**config.mk**
```make
export PLATFORM = sky130hd
export DESIGN_NAME = indexed_symbol_packetizer
export DESIGN_NICKNAME = d
export VERILOG_FILES = /design/src/design/isp_pkg.sv /design/src/design/indexed_symbol_packetizer.sv /design/src/design/isp_core.sv /design/src/design/isp_queue.sv
export SDC_FILE = /design/constraint.sdc
export NUM_CORES = 1
export LEC_CHECK = 0
export ABC_CLOCK_PERIOD_IN_PS = 6700
export BUFFER_PORTS_ARGS = -buffer_cell sky130_fd_sc_hd__buf_2
export CORE_MARGIN = 2
export CORE_UTILIZATION = 45
export DETAILED_ROUTE_END_ITERATION = 7
export PLACE_DENSITY_LB_ADDON = 0.2
export SLEW_MARGIN = 5
export SYNTH_ARGS = -nofsm -noshare
export SYNTH_HDL_FRONTEND = slang
export SYNTH_SLANG_ARGS = --single-unit
export TNS_END_PERCENT = 50
```
**constraint.sdc**
```tcl
create_clock -name clock -period 6.7 [get_ports clock]
set_clock_uncertainty 0.1 [all_clocks]
set_input_delay 0.335 -clock clock [delete_from_list [all_inputs] [get_ports clock]]
set_output_delay 0.335 -clock clock [all_outputs]
set_load 0.005 [all_outputs]
```
**src/design/isp_pkg.sv**
```systemverilog
// Package for the indexed symbol packetizer: payload structs, result bundle,
// constants and small helper functions. Depends on nothing.
package isp_pkg;

   localparam logic [15:0] SYMBOL_BYTES        = 16'd4;
   localparam logic [15:0] PAYLOAD_RESET       = 16'd64;
   localparam logic [9:0]  INDEX_LAST          = 10'd999;
   localparam logic [13:0] PACKET_LAST         = 14'd9999;

   localparam logic        KIND_SYMBOL         = 1'b0;
   localparam logic        KIND_CLOSE          = 1'b1;

   localparam int          CSR_ADDR_W          = 3;
   localparam logic        REG_PAYLOAD_BYTES   = 1'b0;

   localparam int          QUEUE_DEPTH         = 4;
   localparam int          QUEUE_PTR_W         = $clog2(QUEUE_DEPTH);

   typedef struct packed {
      logic [7:0] char_in;
      logic       first_of_line;
   } req_type;

   typedef struct packed {
      logic        kind;
      logic [13:0] packet_number;
      logic [9:0]  line_index;
      logic [7:0]  char_out;
      logic [13:0] symbol_count;
      logic [1:0]  pad_count;
      logic        last;
   } rsp_type;

   // Everything one input character produces: an optional close before the
   // symbol, the symbol itself, and an optional close after it.
   typedef struct packed {
      logic        pre_valid;
      logic [13:0] pre_packet;
      logic [13:0] pre_count;
      logic [1:0]  pre_pad;
      logic [13:0] sym_packet;
      logic [9:0]  sym_index;
      logic [7:0]  sym_char;
      logic        post_valid;
      logic [13:0] post_count;
   } bundle_type;

   function automatic logic [13:0] next_packet(input logic [13:0] pkt);
      next_packet = (pkt >= PACKET_LAST) ? 14'd0 : pkt + 14'd1;
   endfunction

endpackage

```
**src/design/indexed_symbol_packetizer.sv**
```systemverilog
// Packetizer top: register port, packing core, result queue (isp_pkg, isp_core, isp_queue).
// A character's bundle is registered into the queue; its first result is offered once older bundles have drained.
// Throughput: one character per cycle while each gives one result and rsp_ready is high; the
// result port moves one result per cycle, extra close results wait in the four-bundle queue of
// isp_queue, and req_ready drops only while that queue is full.
// Reset (synchronous, active high) empties the queue, clears packing state, payload_bytes = 64.
module indexed_symbol_packetizer (
   input  logic                               clock,
   input  logic                               reset,

   input  logic                               req_valid,
   output logic                               req_ready,
   input  isp_pkg::req_type                   req_data,

   output logic                               rsp_valid,
   input  logic                               rsp_ready,
   output isp_pkg::rsp_type                   rsp_data,

   input  logic                               psel,
   input  logic                               penable,
   input  logic                               pwrite,
   input  logic [isp_pkg::CSR_ADDR_W-1:0]     paddr,
   input  logic [31:0]                        pwdata,
   output logic [31:0]                        prdata,
   output logic                               pready
);

   // The only register, payload_bytes, sits at byte address zero. Address bit
   // two selects the register slot; slots beyond the list read as zero and
   // ignore writes.
   logic [15:0] payload_ff, payload_in;
   logic        csr_write;
   logic        csr_hit;

   // A character transfer happens whenever the queue has room for its bundle.
   logic                 req_accept;
   logic                 queue_room;
   isp_pkg::bundle_type  bundle;

   always_comb begin
      pready     = 1'b1;
      csr_hit    = paddr[2] == isp_pkg::REG_PAYLOAD_BYTES;
      csr_write  = psel && penable && pwrite && pready;
      payload_in = (csr_write && csr_hit) ? pwdata[15:0] : payload_ff;
      prdata     = csr_hit ? {16'd0, payload_ff} : 32'd0;

      req_ready  = queue_room;
      req_accept = req_valid && req_ready;
   end

   always_ff @(posedge clock) begin
      if (reset) begin
         payload_ff <= isp_pkg::PAYLOAD_RESET;
      end else begin
         payload_ff <= payload_in;
      end
   end

   // The core works out all results of the character in the transfer cycle and
   // advances the packet, byte, symbol and line counters at the same edge.
   isp_core u_core (
      .clock         (clock),
      .reset         (reset),
      .payload_bytes (payload_ff),
      .accept        (req_accept),
      .req           (req_data),
      .bundle        (bundle)
   );

   // The queue stores each bundle and emits its one to three results in order,
   // flagging the final one with last.
   isp_queue u_queue (
      .clock       (clock),
      .reset       (reset),
      .push        (req_accept),
      .push_bundle (bundle),
      .has_room    (queue_room),
      .rsp_valid   (rsp_valid),
      .rsp_ready   (rsp_ready),
      .rsp_data    (rsp_data)
   );

endmodule

```
**src/design/isp_core.sv**
```systemverilog
// Packing state and result formation for one character per cycle.
// Depends on isp_pkg.
module isp_core (
   input  logic                clock,
   input  logic                reset,
   input  logic [15:0]         payload_bytes,
   input  logic                accept,
   input  isp_pkg::req_type    req,
   output isp_pkg::bundle_type bundle
);

   logic [15:0] bytes_used_ff, bytes_used_in;
   logic [13:0] packet_count_ff, packet_count_in;
   logic [13:0] symbols_ff, symbols_in;
   logic [9:0]  line_index_ff, line_index_in;

   logic [15:0] cap;
   logic [16:0] need;
   logic        pre_close;
   logic [15:0] room;
   logic [13:0] pkt_sym;
   logic [15:0] used_sym;
   logic [13:0] syms_sym;
   logic        post_close;
   logic [9:0]  idx;

   always_comb begin
      cap       = (payload_bytes < isp_pkg::SYMBOL_BYTES) ? isp_pkg::SYMBOL_BYTES
                                                          : payload_bytes;
      need      = {1'b0, bytes_used_ff} + {1'b0, isp_pkg::SYMBOL_BYTES};
      pre_close = need > {1'b0, cap};
      room      = (bytes_used_ff < cap) ? cap - bytes_used_ff : 16'd0;

      pkt_sym   = pre_close ? isp_pkg::next_packet(packet_count_ff) : packet_count_ff;
      used_sym  = (pre_close ? 16'd0 : bytes_used_ff) + isp_pkg::SYMBOL_BYTES;
      syms_sym  = (pre_close ? 14'd0 : symbols_ff) + 14'd1;
      post_close = used_sym == cap;

      idx = req.first_of_line ? 10'd0 : line_index_ff;
      if (idx > isp_pkg::INDEX_LAST) begin
         idx = 10'd0;
      end

      bundle.pre_valid  = pre_close;
      bundle.pre_packet = packet_count_ff;
      bundle.pre_count  = symbols_ff;
      bundle.pre_pad    = room[1:0];
      bundle.sym_packet = pkt_sym;
      bundle.sym_index  = idx;
      bundle.sym_char   = req.char_in;
      bundle.post_valid = post_close;
      bundle.post_count = syms_sym;

      line_index_in   = (idx >= isp_pkg::INDEX_LAST) ? 10'd0 : idx + 10'd1;
      bytes_used_in   = post_close ? 16'd0 : used_sym;
      symbols_in      = post_close ? 14'd0 : syms_sym;
      packet_count_in = post_close ? isp_pkg::next_packet(pkt_sym) : pkt_sym;
   end

   always_ff @(posedge clock) begin
      if (reset) begin
         bytes_used_ff   <= '0;
         packet_count_ff <= '0;
         symbols_ff      <= '0;
         line_index_ff   <= '0;
      end else if (accept) begin
         bytes_used_ff   <= bytes_used_in;
         packet_count_ff <= packet_count_in;
         symbols_ff      <= symbols_in;
         line_index_ff   <= line_index_in;
      end
   end

endmodule

```
**src/design/isp_queue.sv**
```systemverilog
// Small queue of result bundles and the unpacker that hands out their
// results one transfer at a time. Depends on isp_pkg.
module isp_queue (
   input  logic                clock,
   input  logic                reset,
   input  logic                push,
   input  isp_pkg::bundle_type push_bundle,
   output logic                has_room,
   output logic                rsp_valid,
   input  logic                rsp_ready,
   output isp_pkg::rsp_type    rsp_data
);

   localparam int PW = isp_pkg::QUEUE_PTR_W;

   isp_pkg::bundle_type entry_ff [isp_pkg::QUEUE_DEPTH];

   logic [PW-1:0] wr_ptr_ff, wr_ptr_in;
   logic [PW-1:0] rd_ptr_ff, rd_ptr_in;
   logic [PW:0]   count_ff, count_in;
   logic          pre_done_ff, pre_done_in;
   logic          sym_done_ff, sym_done_in;

   isp_pkg::bundle_type head;
   logic                 pop;
   logic                 is_pre;
   logic                 is_sym;

   always_comb begin
      head      = entry_ff[rd_ptr_ff];
      has_room  = count_ff != (PW + 1)'(isp_pkg::QUEUE_DEPTH);
      rsp_valid = count_ff != '0;

      is_pre = head.pre_valid && !pre_done_ff;
      is_sym = !is_pre && !sym_done_ff;

      rsp_data = '0;
      priority if (is_pre) begin
         rsp_data.kind          = isp_pkg::KIND_CLOSE;
         rsp_data.packet_number = head.pre_packet;
         rsp_data.symbol_count  = head.pre_count;
         rsp_data.pad_count     = head.pre_pad;
         rsp_data.last          = 1'b0;
      end else if (is_sym) begin
         rsp_data.kind          = isp_pkg::KIND_SYMBOL;
         rsp_data.packet_number = head.sym_packet;
         rsp_data.line_index    = head.sym_index;
         rsp_data.char_out      = head.sym_char;
         rsp_data.last          = !head.post_valid;
      end else begin
         // The closing packet is the one the symbol was just placed in.
         rsp_data.kind          = isp_pkg::KIND_CLOSE;
         rsp_data.packet_number = head.sym_packet;
         rsp_data.symbol_count  = head.post_count;
         rsp_data.last          = 1'b1;
      end

      pop         = rsp_valid && rsp_ready && rsp_data.last;
      pre_done_in = pre_done_ff;
      sym_done_in = sym_done_ff;
      if (pop) begin
         pre_done_in = 1'b0;
         sym_done_in = 1'b0;
      end else if (rsp_valid && rsp_ready) begin
         if (is_pre) begin
            pre_done_in = 1'b1;
         end else begin
            sym_done_in = 1'b1;
         end
      end

      wr_ptr_in = push ? wr_ptr_ff + 1'b1 : wr_ptr_ff;
      rd_ptr_in = pop ? rd_ptr_ff + 1'b1 : rd_ptr_ff;
      count_in  = count_ff + (PW + 1)'(push) - (PW + 1)'(pop);
   end

   always_ff @(posedge clock) begin
      if (push) begin
         entry_ff[wr_ptr_ff] <= push_bundle;
      end
   end

   always_ff @(posedge clock) begin
      if (reset) begin
         wr_ptr_ff   <= '0;
         rd_ptr_ff   <= '0;
         count_ff    <= '0;
         pre_done_ff <= 1'b0;
         sym_done_ff <= 1'b0;
      end else begin
         wr_ptr_ff   <= wr_ptr_in;
         rd_ptr_ff   <= rd_ptr_in;
         count_ff    <= count_in;
         pre_done_ff <= pre_done_in;
         sym_done_ff <= sym_done_in;
      end
   end

endmodule
```
Word level (Yosys, flattened, before mapping)
Memory sizes are Yosys's and may differ from the RTL's. A register that Yosys moved wholly into a read port is not among the register bits.
Index checks and enable logic that the tools add are counted.
{"block": "totals", "ram_bits": 312, "word_cells": 76, "memories": 1, "out_inout_bits": 85, "ff_bits": 79}
{"name": "u_queue.entry_ff", "words": 4, "width": 78, "rd": 1, "rd_clocked_by_memory_dff": 1, "wr": 1, "line": "isp_queue.sv:16", "rtl": "isp_pkg::bundle_type entry_ff [isp_pkg::QUEUE_DEPTH];"}
{"block": "classes", "muxes": 27, "n_eq_ne": 2, "add_sub_neg": 11, "n_reduce_logical": 16, "order_cmp": 7, "bitwise_logic": 2}
{"op": "14-bit two-way mux", "count": 8}
{"op": "16-bit two-way mux", "count": 4}
{"op": "14-bit by 1-bit adder with 14-bit output, second input constant", "count": 3}
{"op": "18-bit two-way mux", "count": 2}
{"op": "10-bit two-way mux", "count": 3}
{"op": "15-bit two-way mux", "count": 2}
{"op": "14-bit greater-or-equal comparator, second input constant", "count": 2}
{"op": "16-bit by 3-bit adder with 17-bit output, second input constant", "count": 1}
{"op": "17-bit by 16-bit > comparator with 1-bit output", "count": 1}
{"op": "16-bit by 3-bit adder with 16-bit output, second input constant", "count": 1}
{"op": "16-bit equality test", "count": 1}
{"op": "16-bit less-than comparator", "count": 1}
{"op": "16-bit by 3-bit less-than comparator with 1-bit output, second input constant", "count": 1}
{"op": "10-bit by 1-bit adder with 10-bit output, second input constant", "count": 1}
{"op": "10-bit greater-or-equal comparator, second input constant", "count": 1}
{"op": "10-bit > comparator, second input constant", "count": 1}
{"op": "1-bit logical AND", "count": 8}
{"op": "2-bit two-way mux", "count": 4}
{"op": "2-bit by 1-bit adder with 2-bit output, second input constant", "count": 2}
{"op": "1-bit logical NOT", "count": 4}
{"op": "1-bit two-way mux", "count": 4}
{"op": "2-bit AND reduction", "count": 2}
{"op": "3-bit by 1-bit adder with 3-bit output", "count": 1}
{"op": "3-bit inequality test, second input constant", "count": 1}
{"op": "other kinds (5)", "count": 6}

Depth between registers and ports, before layout
Gate-level depths: netlist of run 1.
{"block": "logic_depth", "depth_word": 9, "depth_mapped": 29, "mapped_depth_nobuf": 23}

Modules after synthesis
Synthesis of run 1 repeated with hierarchy kept, for this count alone.
{"block": "hier_totals", "hier_cells": 1482, "hier_area_um2": 18904.4}
{"module": "isp_queue", "seq_area_each_um2": 9589.2, "cells_per_inst": 663, "area_per_inst_um2": 12734.7, "n_inst": 1}
{"module": "isp_core", "seq_area_each_um2": 1081.0, "cells_per_inst": 712, "area_per_inst_um2": 5181.2, "n_inst": 1}
{"module": "indexed_symbol_packetizer", "seq_area_each_um2": 320.3, "cells_per_inst": 107, "area_per_inst_um2": 988.4, "n_inst": 1}

Worst setup path before layout of run 1
No wires, ideal clock.
{"block": "synth_timing", "path_kind": "register to register", "startpoint": "register payload_ff[5]", "endpoint": "register u_core.packet_count_ff[12]", "period_less_slack_ns": 6.086, "path_buffers": 4, "required_ns": 6.508, "arrival_time_ns": 5.893, "stages_incl_launch_ff": 28, "slack_ns": 0.614, "path_cell_list": "dfxtp_1 nor4_1 nand4_1 nand2_1 inv_1 ha_1 and3_4 a221o_1 a211o_1 a211o_1 buf_6 nand2_4 inv_1 buf_2 nor2_1 ha_1 clkbuf_1 inv_1 nor4_1 xor2_1 a221o_1 a211oi_2 o221a_1 nand4b_1 clkbuf_1 a211oi_2 nand2_2 o32ai_1"}
{"block": "synth_via", "elab_chain_len": 7, "elab_cells_between_ends": 11}
{"item": "start, declared", "line": "indexed_symbol_packetizer.sv:31", "rtl": "logic [15:0] payload_ff, payload_in;"}
{"item": "start signal, assigned", "line": "indexed_symbol_packetizer.sv:53", "rtl": "payload_ff <= isp_pkg::PAYLOAD_RESET;"}
{"item": "start signal, assigned", "line": "indexed_symbol_packetizer.sv:55", "rtl": "payload_ff <= payload_in;"}
{"item": "16-bit by 3-bit less-than comparator with 1-bit output", "line": "isp_core.sv:28", "rtl": "cap = (payload_bytes < isp_pkg::SYMBOL_BYTES) ? isp_pkg::SYMBOL_BYTES"}
{"item": "16-bit two-way mux *", "line": "isp_core.sv:28"}
{"item": "17-bit by 16-bit > comparator with 1-bit output", "line": "isp_core.sv:31", "rtl": "pre_close = need > {1'b0, cap};"}
{"item": "16-bit two-way mux or 14-bit two-way mux (tied branches)", "line": "isp_core.sv:35, isp_core.sv:34"}
{"item": "16-bit by 3-bit adder with 16-bit output, or another cell as far along", "line": "isp_core.sv:35", "rtl": "used_sym = (pre_close ? 16'd0 : bytes_used_ff) + isp_pkg::SYMBOL_BYTES;"}
{"item": "16-bit equality test or 14-bit two-way mux (tied branches)", "line": "isp_core.sv:37, isp_pkg.sv:49"}
{"item": "14-bit two-way mux *", "line": "isp_core.sv:57", "rtl": "packet_count_in = post_close ? isp_pkg::next_packet(pkt_sym) : pkt_sym;"}
{"item": "end signal, assigned", "line": "isp_core.sv:68", "rtl": "packet_count_ff <= packet_count_in;"}
{"item": "end, declared", "line": "isp_core.sv:13", "rtl": "logic [13:0] packet_count_ff, packet_count_in;"}
Mark *: on every way between the ends. The rest lies on a longest branch, timed or not.
A chain may end at the register's enable or synchronous reset.

Final worst setup path of run 1
{"block": "layout_timing", "startpoint": "register payload_ff[5]", "endpoint": "register u_core.bytes_used_ff[10]"}
{"block": "layout_via", "elab_chain_len": 7}
{"item": "16-bit by 3-bit less-than comparator with 1-bit output", "line": "isp_core.sv:28"}
{"item": "16-bit two-way mux *", "line": "isp_core.sv:28"}
{"item": "17-bit by 16-bit > comparator with 1-bit output", "line": "isp_core.sv:31"}
{"item": "16-bit two-way mux", "line": "isp_core.sv:35"}
{"item": "16-bit by 3-bit adder with 16-bit output", "line": "isp_core.sv:35"}
{"item": "16-bit equality test", "line": "isp_core.sv:37", "rtl": "post_close = used_sym == cap;"}
{"item": "16-bit two-way mux *", "line": "isp_core.sv:55", "rtl": "bytes_used_in = post_close ? 16'd0 : used_sym;"}
{"item": "end signal, assigned", "line": "isp_core.sv:67", "rtl": "bytes_used_ff <= bytes_used_in;"}
{"item": "end, declared", "line": "isp_core.sv:12", "rtl": "logic [15:0] bytes_used_ff, bytes_used_in;"}
Marked as above.

==> results of run 1 <==
## power groups by stage
stage | sequential (mW) | combinational [mW] | clock (mW)
final | 3.10 | 1.48 | 2.51
after global routing | 3.14 | 1.63 | 2.66
after CTS | 3.11 | 1.52 | 2.56
after detailed placement | 3.16 | 1.50 | 0
after global placement | 3.14 | 1.48 | 0
after floorplan | 3.08 | 1.06 | 0
## repair_timing
| action | CTS | global route |
|---|---|---|
| hold buffers | 25 | 0 |
| setup endpoints to repair | 0 | 1 |
| resized for setup | 0 | 1 |
| endpoints found under the hold margin | 50 | 0 |
## how the worst max path moves through the flow
stage	to	slack (ns)	cells past startpoint
final	u_core.bytes_used_ff[10]	0.35	24
after global routing	u_core.packet_count_ff[0]	0.02	23
after detailed placement	u_core.packet_count_ff[0]	0.41	23
after floorplan	u_core.packet_count_ff[12]	0.61	27
after CTS	u_core.packet_count_ff[0]	0.36	23
after global placement	u_core.bytes_used_ff[12]	0.51	23
## placed cells by master (no fill, tap or decap), drive strengths merged, types with 44 or more instances in the layout
master,n
nor2,114
edfxtp,312
clkbuf,51
nand3,66
buf,132
a21oi,73
dfxtp,81
mux4,78
nand2,112
inv,44
## flip-flops by register name (all words and copies together), names as in the netlist, named ones only
register and count:
u_queue.sym_done_ff 1, payload_ff 16, u_queue.rd_ptr_ff 2, u_queue.count_ff 3, u_core.line_index_ff 10, u_queue.pre_done_ff 1, u_core.bytes_used_ff 16, u_core.symbols_ff 14
u_queue.wr_ptr_ff 2, u_core.packet_count_ff 14, u_queue.entry_ff 312
## cell families (layout without fill, tap and decap cells)
family | count (synthesis) | after routing
other cells | 2 | 17
buf+inv | 135 | 276
compound gates | 212 | 212
mux | 107 | 107
simple gates | 441 | 441
fa+ha+maj | 44 | 44
xor+xnor | 48 | 48
flops | 393 | 393
## final cells by class
cell class	instances	area, um^2
clock inverter	26	360
timing repair buffer	157	1000
inverter	42	158
sequential	393	11000
fill	3418	19500
clock buffer	51	1160
multi-input combinational	869	6830
tap	532	666
## worst max-delay path: stages, from the launching register on
cell	delay, ns
dfxtp_1	0.35
nor4_1	0.40
nand4_1	0.17
nand2_1	0.17
inv_1	0.09
ha_1	0.29
and3_4	0.17
a221o_1	0.39
a211o_1	0.39
a211o_1	0.37
nand2_4	0.07
inv_1	0.06
nor2_1	0.15
ha_1	0.24
buf_4	0.18
nand4_1	0.11
xor2_1	0.32
o22a_1	0.23
a21oi_1	0.07
a2111oi_0	0.45
nand4b_1	0.45
buf_12	0.32
and2_1	0.37
a22oi_1	0.24
nor2_1	0.05
## routing by layer
| metal | routed length, um | GRT usage (%) |
|---|---|---|
| met1 | 18800 | 28.0 |
| met2 | 19400 | 32.0 |
| met3 | 2170 | 3.15 |
| met4 | 684 | 4.85 |
| met5 | 0 | 0 |
## through the flow
stage          setup WS, ns  hold slack (ns)  util, %  power, mW
6_report              0.355            0.197     52.1       7.09
5_1_grt              0.0205            0.210     52.1       7.42
4_1_cts               0.360            0.162     52.1       7.19
3_5_place_dp          0.412            0.365     47.7       4.66
3_3_place_gp          0.507            0.364     47.7       4.63
2_1_floorplan         0.614            0.334        -       4.14
==> results.tsv, run 1 <==
stage	metric	value	unit
yosys	ys_seq_area_share	59.7	%
yosys	synthArstFlopShare	0	%
global_routing	grt_pass1_vias	11400	
clocking	cts.sinks	393	
place	placed_cells	1968	
worst_setup_path	r2r_end	u_core.bytes_used_ff[10]	
yosys	ys_types	92	
routing	viasPerCell	5.62	
finish	final_cell_area	21200	um^2
routing	drc	0	
hold_path	hold_depth	3	
global_routing	overflow	0	
timing	final-setup-viol-count	0	
routing	firstDrtPassIters	4	
power_and_ir_drop	p_switching	1.92	mW
status	outcome	finished clean	
clocking	numCtsBuffers	42	
yosys	synth-simple-area-share	12.2	%
routing	drt_iter0_markers	878	
floorplanning	die_area	42600	um^2
place	port_buffers	100	
yosys	synth.mux.area_fraction	11.2	%
yosys	synthFlopType	edfxtp_1	
floorplanning	initial_core_util	45.3	%
global_routing	grt_util_all_layers	19.8	%
finish	nets	1600	
hold_path	hold_path_class	in -> reg	
clocking	htree_levels	2	
timing	rsz0062_at_grt	no	
timing	fin_crit	6.35	ns
floorplanning	die_w	206	um
power_and_ir_drop	clkPwrFrac	35.4	%
worst_setup_path	reg2regPathDepth	24	
power_and_ir_drop	power.density	335	nW/um^2
yosys	synth_top_family_by_area	simple AND/OR/NAND/NOR gates	
finish	num_antenna_cells	0	
timing	hold_viol	0	
power_and_ir_drop	seqPwrFrac	43.8	%
worst_setup_path	required	7.02	ns
clocking	root_buffer	clkbuf_16	
floorplanning	ios	136	
timing	period_share	94.7	%
worst_setup_path	cp-end-kind	register	
global_routing	grt_max_degree	67	
yosys	ys_seq_elements	393	
yosys	synth_compound_area_share	7.68	%
yosys	synth_edf_count	312	
clocking	cts_setup_buffers	0	
finish	stdcell_count	2070	
worst_setup_path	crit_type	reg -> reg	
timing	setup_tns	0	ns
routing	finalWirelength	41000	um
routing	post_drt_wl_per_cell	19.8	um
clocking	clk_pin_slew_worst_paths	0.06	ns
hold_path	hold_path_startpoint	req_data[0]	
place	placed_area	19400	um^2
finish	area_growth	14.9	%
finish	drive_gt1_share	22.2	%
worst_setup_path	r2r_setup_slack	0.35	ns
worst_setup_path	r2r_start	payload_ff[5]	
place	gp_congestion	0.845	
power_and_ir_drop	p_sw_share	27.1	%
worst_setup_path	crit_path_start	payload_ff[5]	
floorplanning	rows	74	
yosys	ys.warnings.count	0	
yosys	synth_top_cell_by_area	edfxtp_1	
job	maxCapViolCount	0	
yosys	synthAdderAreaFrac	3.03	%
yosys	synthCells	1382	
worst_setup_path	critPathLaunchType	register	
clocking	cts_buffer_depth	3	
yosys	netlist_top_cells_count	312 x edfxtp_1, 114 x nor2_1, 110 x nand2_1	
yosys	synthTopCellsByArea	edfxtp_1 51%, mux4_2 9.5%, dfxtp_1 8.8%	
yosys	synth_top_cell_area_share	50.9	%
timing	fmax	0.158	GHz
clocking	cts_tree	done	
global_routing	grt_pass1_wl	64600	um
timing	slew_violations	0	
power_and_ir_drop	power.leakage	7.47	nW
yosys	synth_xor_area_share	2.43	%
yosys	synth_most_common_cell	edfxtp_1	
global_routing	antenna_found_initial	0	
power_and_ir_drop	p_int	5.17	mW
hold_path	holdPathEnd	u_queue.entry_ff[3][26]	
routing	ant_nets	0	
worst_setup_path	worstPathMaxFanout	23	
clocking	insertion_delay	0.57	ns
floorplanning	die_height	206	um
worst_setup_path	cp.arrival	6.67	ns
yosys	synth.avg_cell_area	13.3	um^2
timing	slew_headroom	25.1	%
place	dp_hpwl	25400	um
power_and_ir_drop	p_comb_share	20.8	%
routing	vias	11600	
power_and_ir_drop	vdd_drop_max	0.280	mV
yosys	syn_area	18400	um^2
floorplanning	core	40600	um^2
timing	worst_pin_slew	1.10	ns
No activity file was read; power rests on OpenSTA's default activity.
==> inputs of run 2 (changes only) <==
--- a/config.mk
+++ b/config.mk
@@ -11,7 +11,7 @@
 export CORE_UTILIZATION = 45
 export DETAILED_ROUTE_END_ITERATION = 7
 export PLACE_DENSITY_LB_ADDON = 0.2
-export SLEW_MARGIN = 5
+export SLEW_MARGIN = 20
 export SYNTH_ARGS = -nofsm -noshare
 export SYNTH_HDL_FRONTEND = slang
 export SYNTH_SLANG_ARGS = --single-unit
==> constraint.sdc (replaced) <==
create_clock -name clock -period 6.7 [get_ports clock]
set_clock_uncertainty 0.1 [all_clocks]
set_input_delay 1.34 -clock clock [delete_from_list [all_inputs] [get_ports clock]]
set_output_delay 1.34 -clock clock [all_outputs]
set_load 0.005 [all_outputs]
==> run 2 against run 1 <==
Count of clock-buffer cells in the layout grew 2. Combinational power is essentially flat. Utilization shrank 0.70 points. Fmax grew 3.4%. Critical path depth is the same. Sequential share of layout area grew 0.71 points. Power shrank 1.0%. Worst setup slack gained 0.21 ns. Clock power shrank 3%. Global-route usage is essentially flat. Worst hold slack gained 0.18 ns.
==> results.tsv, run 2 (same netlist as run 1, synthesis figures left out) <==
stage	metric	value	unit	change
timing	rsz0062_at_grt	no		
clocking	insertion_delay	0.57	ns	about the same
power_and_ir_drop	power.density	336	nW/um^2	+0.31%
worst_setup_path	critPathBufInv	4		unchanged
finish	final_common_cell	edfxtp_1		
worst_setup_path	cpPeakStageDelay	0.58	ns	+0.13 ns
floorplanning	initial_core_util	45.3	%	unchanged
floorplanning	die_area	42600	um^2	unchanged
hold_path	holdPathEnd	payload_ff[14]		
finish	area_growth	13.4	%	
clocking	cts_buffer_depth	3		unchanged
finish	num_antenna_cells	0		unchanged
worst_setup_path	cp.arrival	6.51	ns	-0.16 ns
timing	slew_headroom	32.2	%	+7.1 points
clocking	clk_pin_slew_worst_paths	0.06	ns	about the same
timing	fin_crit	6.14	ns	-0.210 ns
routing	ant_nets	0		unchanged
status	outcome	finished clean		
hold_path	hold_depth	2		-1
clocking	root_buffer	clkbuf_16		
worst_setup_path	crit_type	reg -> reg		
global_routing	grt_util_all_layers	19.8	%	about the same
clocking	cts_hold_buffers	0		-100%
timing	worst_pin_slew	1.01	ns	-0.0830 ns
place	detailedPlace.worstSlack	0.527	ns	+0.116 ns
power_and_ir_drop	vdd_drop_max	0.182	mV	-35%
timing	fin_ws	0.565	ns	+0.210 ns
floorplanning	die_w	206	um	unchanged
global_routing	grt_pass1_wl	64700	um	+0.12%
floorplanning	core	40600	um^2	unchanged
routing	finalWirelength	41100	um	+0.11%
finish	n_fill_cell	3425		+0.20%
hold_path	hold_path_startpoint	payload_ff[14]		
worst_setup_path	r2r_start	u_core.bytes_used_ff[2]		
routing	drt_iter0_markers	876		-0.23%
routing	post_drt_wl_per_cell	20.1	um	+1.2%
finish	largest_reg_flops	312		unchanged
worst_setup_path	worstPathMaxFanout	20		-13%
worst_setup_path	required	7.08	ns	+0.06 ns
worst_setup_path	r2r_end	u_core.packet_count_ff[0]		
finish	reg.largest.list	u_queue.entry_ff x312, payload_ff x16, u_core.bytes_used_ff x16		
floorplanning	rows	74		unchanged
finish	final_cell_mix	312 x edfxtp_1, 113 x nor2_1, 109 x nand2_1, 100 x buf_2, 79 x dfxtp_1		
timing	slew_violations	0		unchanged
routing	vias	11500		-1.1%
floorplanning	die_height	206	um	unchanged
clocking	htree_levels	2		unchanged
clocking	cts_tree	done		
clocking	numCtsBuffers	43		+2.4%
power_and_ir_drop	power.leakage	7.35	nW	-1.6%
worst_setup_path	crit_family	compound AO/OA/AOI/OAI gates		
worst_setup_path	r2r_setup_slack	0.56	ns	+0.21 ns
worst_setup_path	crit_chain	ha_1 -> and2_2 -> xor2_1 -> ha_1 -> and4_2 -> and4b_2 -> a211o_1 -> a211o_1 -> nand2_4 -> inv_1 -> nor2_1 -> ha_1 -> buf_4 -> nand4_1 -> xor2_1 -> o22a_1 -> a21oi_1 -> a2111oi_0 -> nand4b_1 -> buf_12 -> a211oi_2 -> buf_4 -> mux2i_1 -> a211oi_1		
global_routing	grt_max_degree	59		-12%
timing	setup_tns	0	ns	unchanged
finish	nets	1577		-1.4%
hold_path	hold_path_class	reg -> reg		
timing	final-setup-viol-count	0		unchanged
finish	largest_register	u_queue.entry_ff		
worst_setup_path	cp-end-kind	register		
worst_setup_path	reg2regPathDepth	24		unchanged
routing	viasPerCell	5.62		about the same
clocking	cts.sinks	393		unchanged
global_routing	overflow	0		unchanged
place	port_buffers	100		unchanged
worst_setup_path	crit_path_frequent_cell	ha_1		
floorplanning	ios	136		unchanged
timing	hold_viol	0		unchanged
timing	period_share	91.6	%	-3.1 points
finish	postLayoutCoreUtil	51.4	%	-0.70 points
timing	fmax	0.163	GHz	+3.4%
job	maxCapViolCount	0		unchanged
place	gp_congestion	0.858		+1.6%
global_routing	antenna_found_initial	0		unchanged
global_routing	grt_pass1_vias	11500		+0.72%
routing	firstDrtPassIters	8		+4
worst_setup_path	critPathLaunchType	register		
worst_setup_path	cp_slowest_cell	dfxtp_1		
finish	drive_gt1_share	22.2	%	+0.058 points
place	dp_hpwl	25600	um	+0.92%
routing	drc	0		unchanged
## run 2: worst min-delay path, stage by stage, from the launching register on
cell and delay, ns:
dfxtp_1 0.32, nand2_1 0.06, a21oi_1 0.05
## run 2: worst max-delay path by stage
stage                                  startpoint                          to  slack (ns)  depth (start not counted)
after floorplan                     payload_ff[5]  u_core.packet_count_ff[12]        0.61                         27
after global placement    u_core.bytes_used_ff[2]   u_core.packet_count_ff[0]        0.52                         24
after detailed placement  u_core.bytes_used_ff[2]   u_core.packet_count_ff[0]        0.53                         24
after CTS                 u_core.bytes_used_ff[2]   u_core.packet_count_ff[0]        0.44                         24
after global routing      u_core.bytes_used_ff[5]   u_core.packet_count_ff[0]        0.11                         24
final                     u_core.bytes_used_ff[2]   u_core.packet_count_ff[0]        0.56                         24
## run 2: repair_timing
action / CTS / global route
setup buffers: 0 / 1
setup endpoints to repair: 0 / 2
gates resized for setup: 0 / 0
## run 2: stage by stage
stage	instance area [um^2]	hold WS (ns)	std cells	power [mW]
after CTS	20900	0.375	2047	7.10
after detailed placement	19400	0.367	1968	4.66
after floorplan	18500	0.349	1397	4.14
final	20900	0.373	2048	7.02
after global placement	19400	0.364	1968	4.63
after global routing	20900	0.414	2048	7.34
## run 2: layout make-up
class	count	area [um^2]	area share [%]
repair buffers	133	761	3.64
inverters	42	158	0.755
clock buffers	53	1130	5.43
clock inverters	26	348	1.67
well taps	532	666	3.19
flip-flops and latches	393	11000	52.6
multi-input cells	869	6820	32.7
## run 2: report_power, final
| group | internal (mW) | switching [mW] | total [mW] |
|---|---|---|---|
| sequential | 2.95 | 0.153 | 3.10 |
| combinational | 0.664 | 0.810 | 1.47 |
| clock | 1.48 | 0.957 | 2.44 |
## run 2: layer usage
metal	wire (um)	global-route usage (%)
met1	18600	27.5
met2	19700	32.2
met3	2040	3.03
met4	818	5.82
met5	0	0
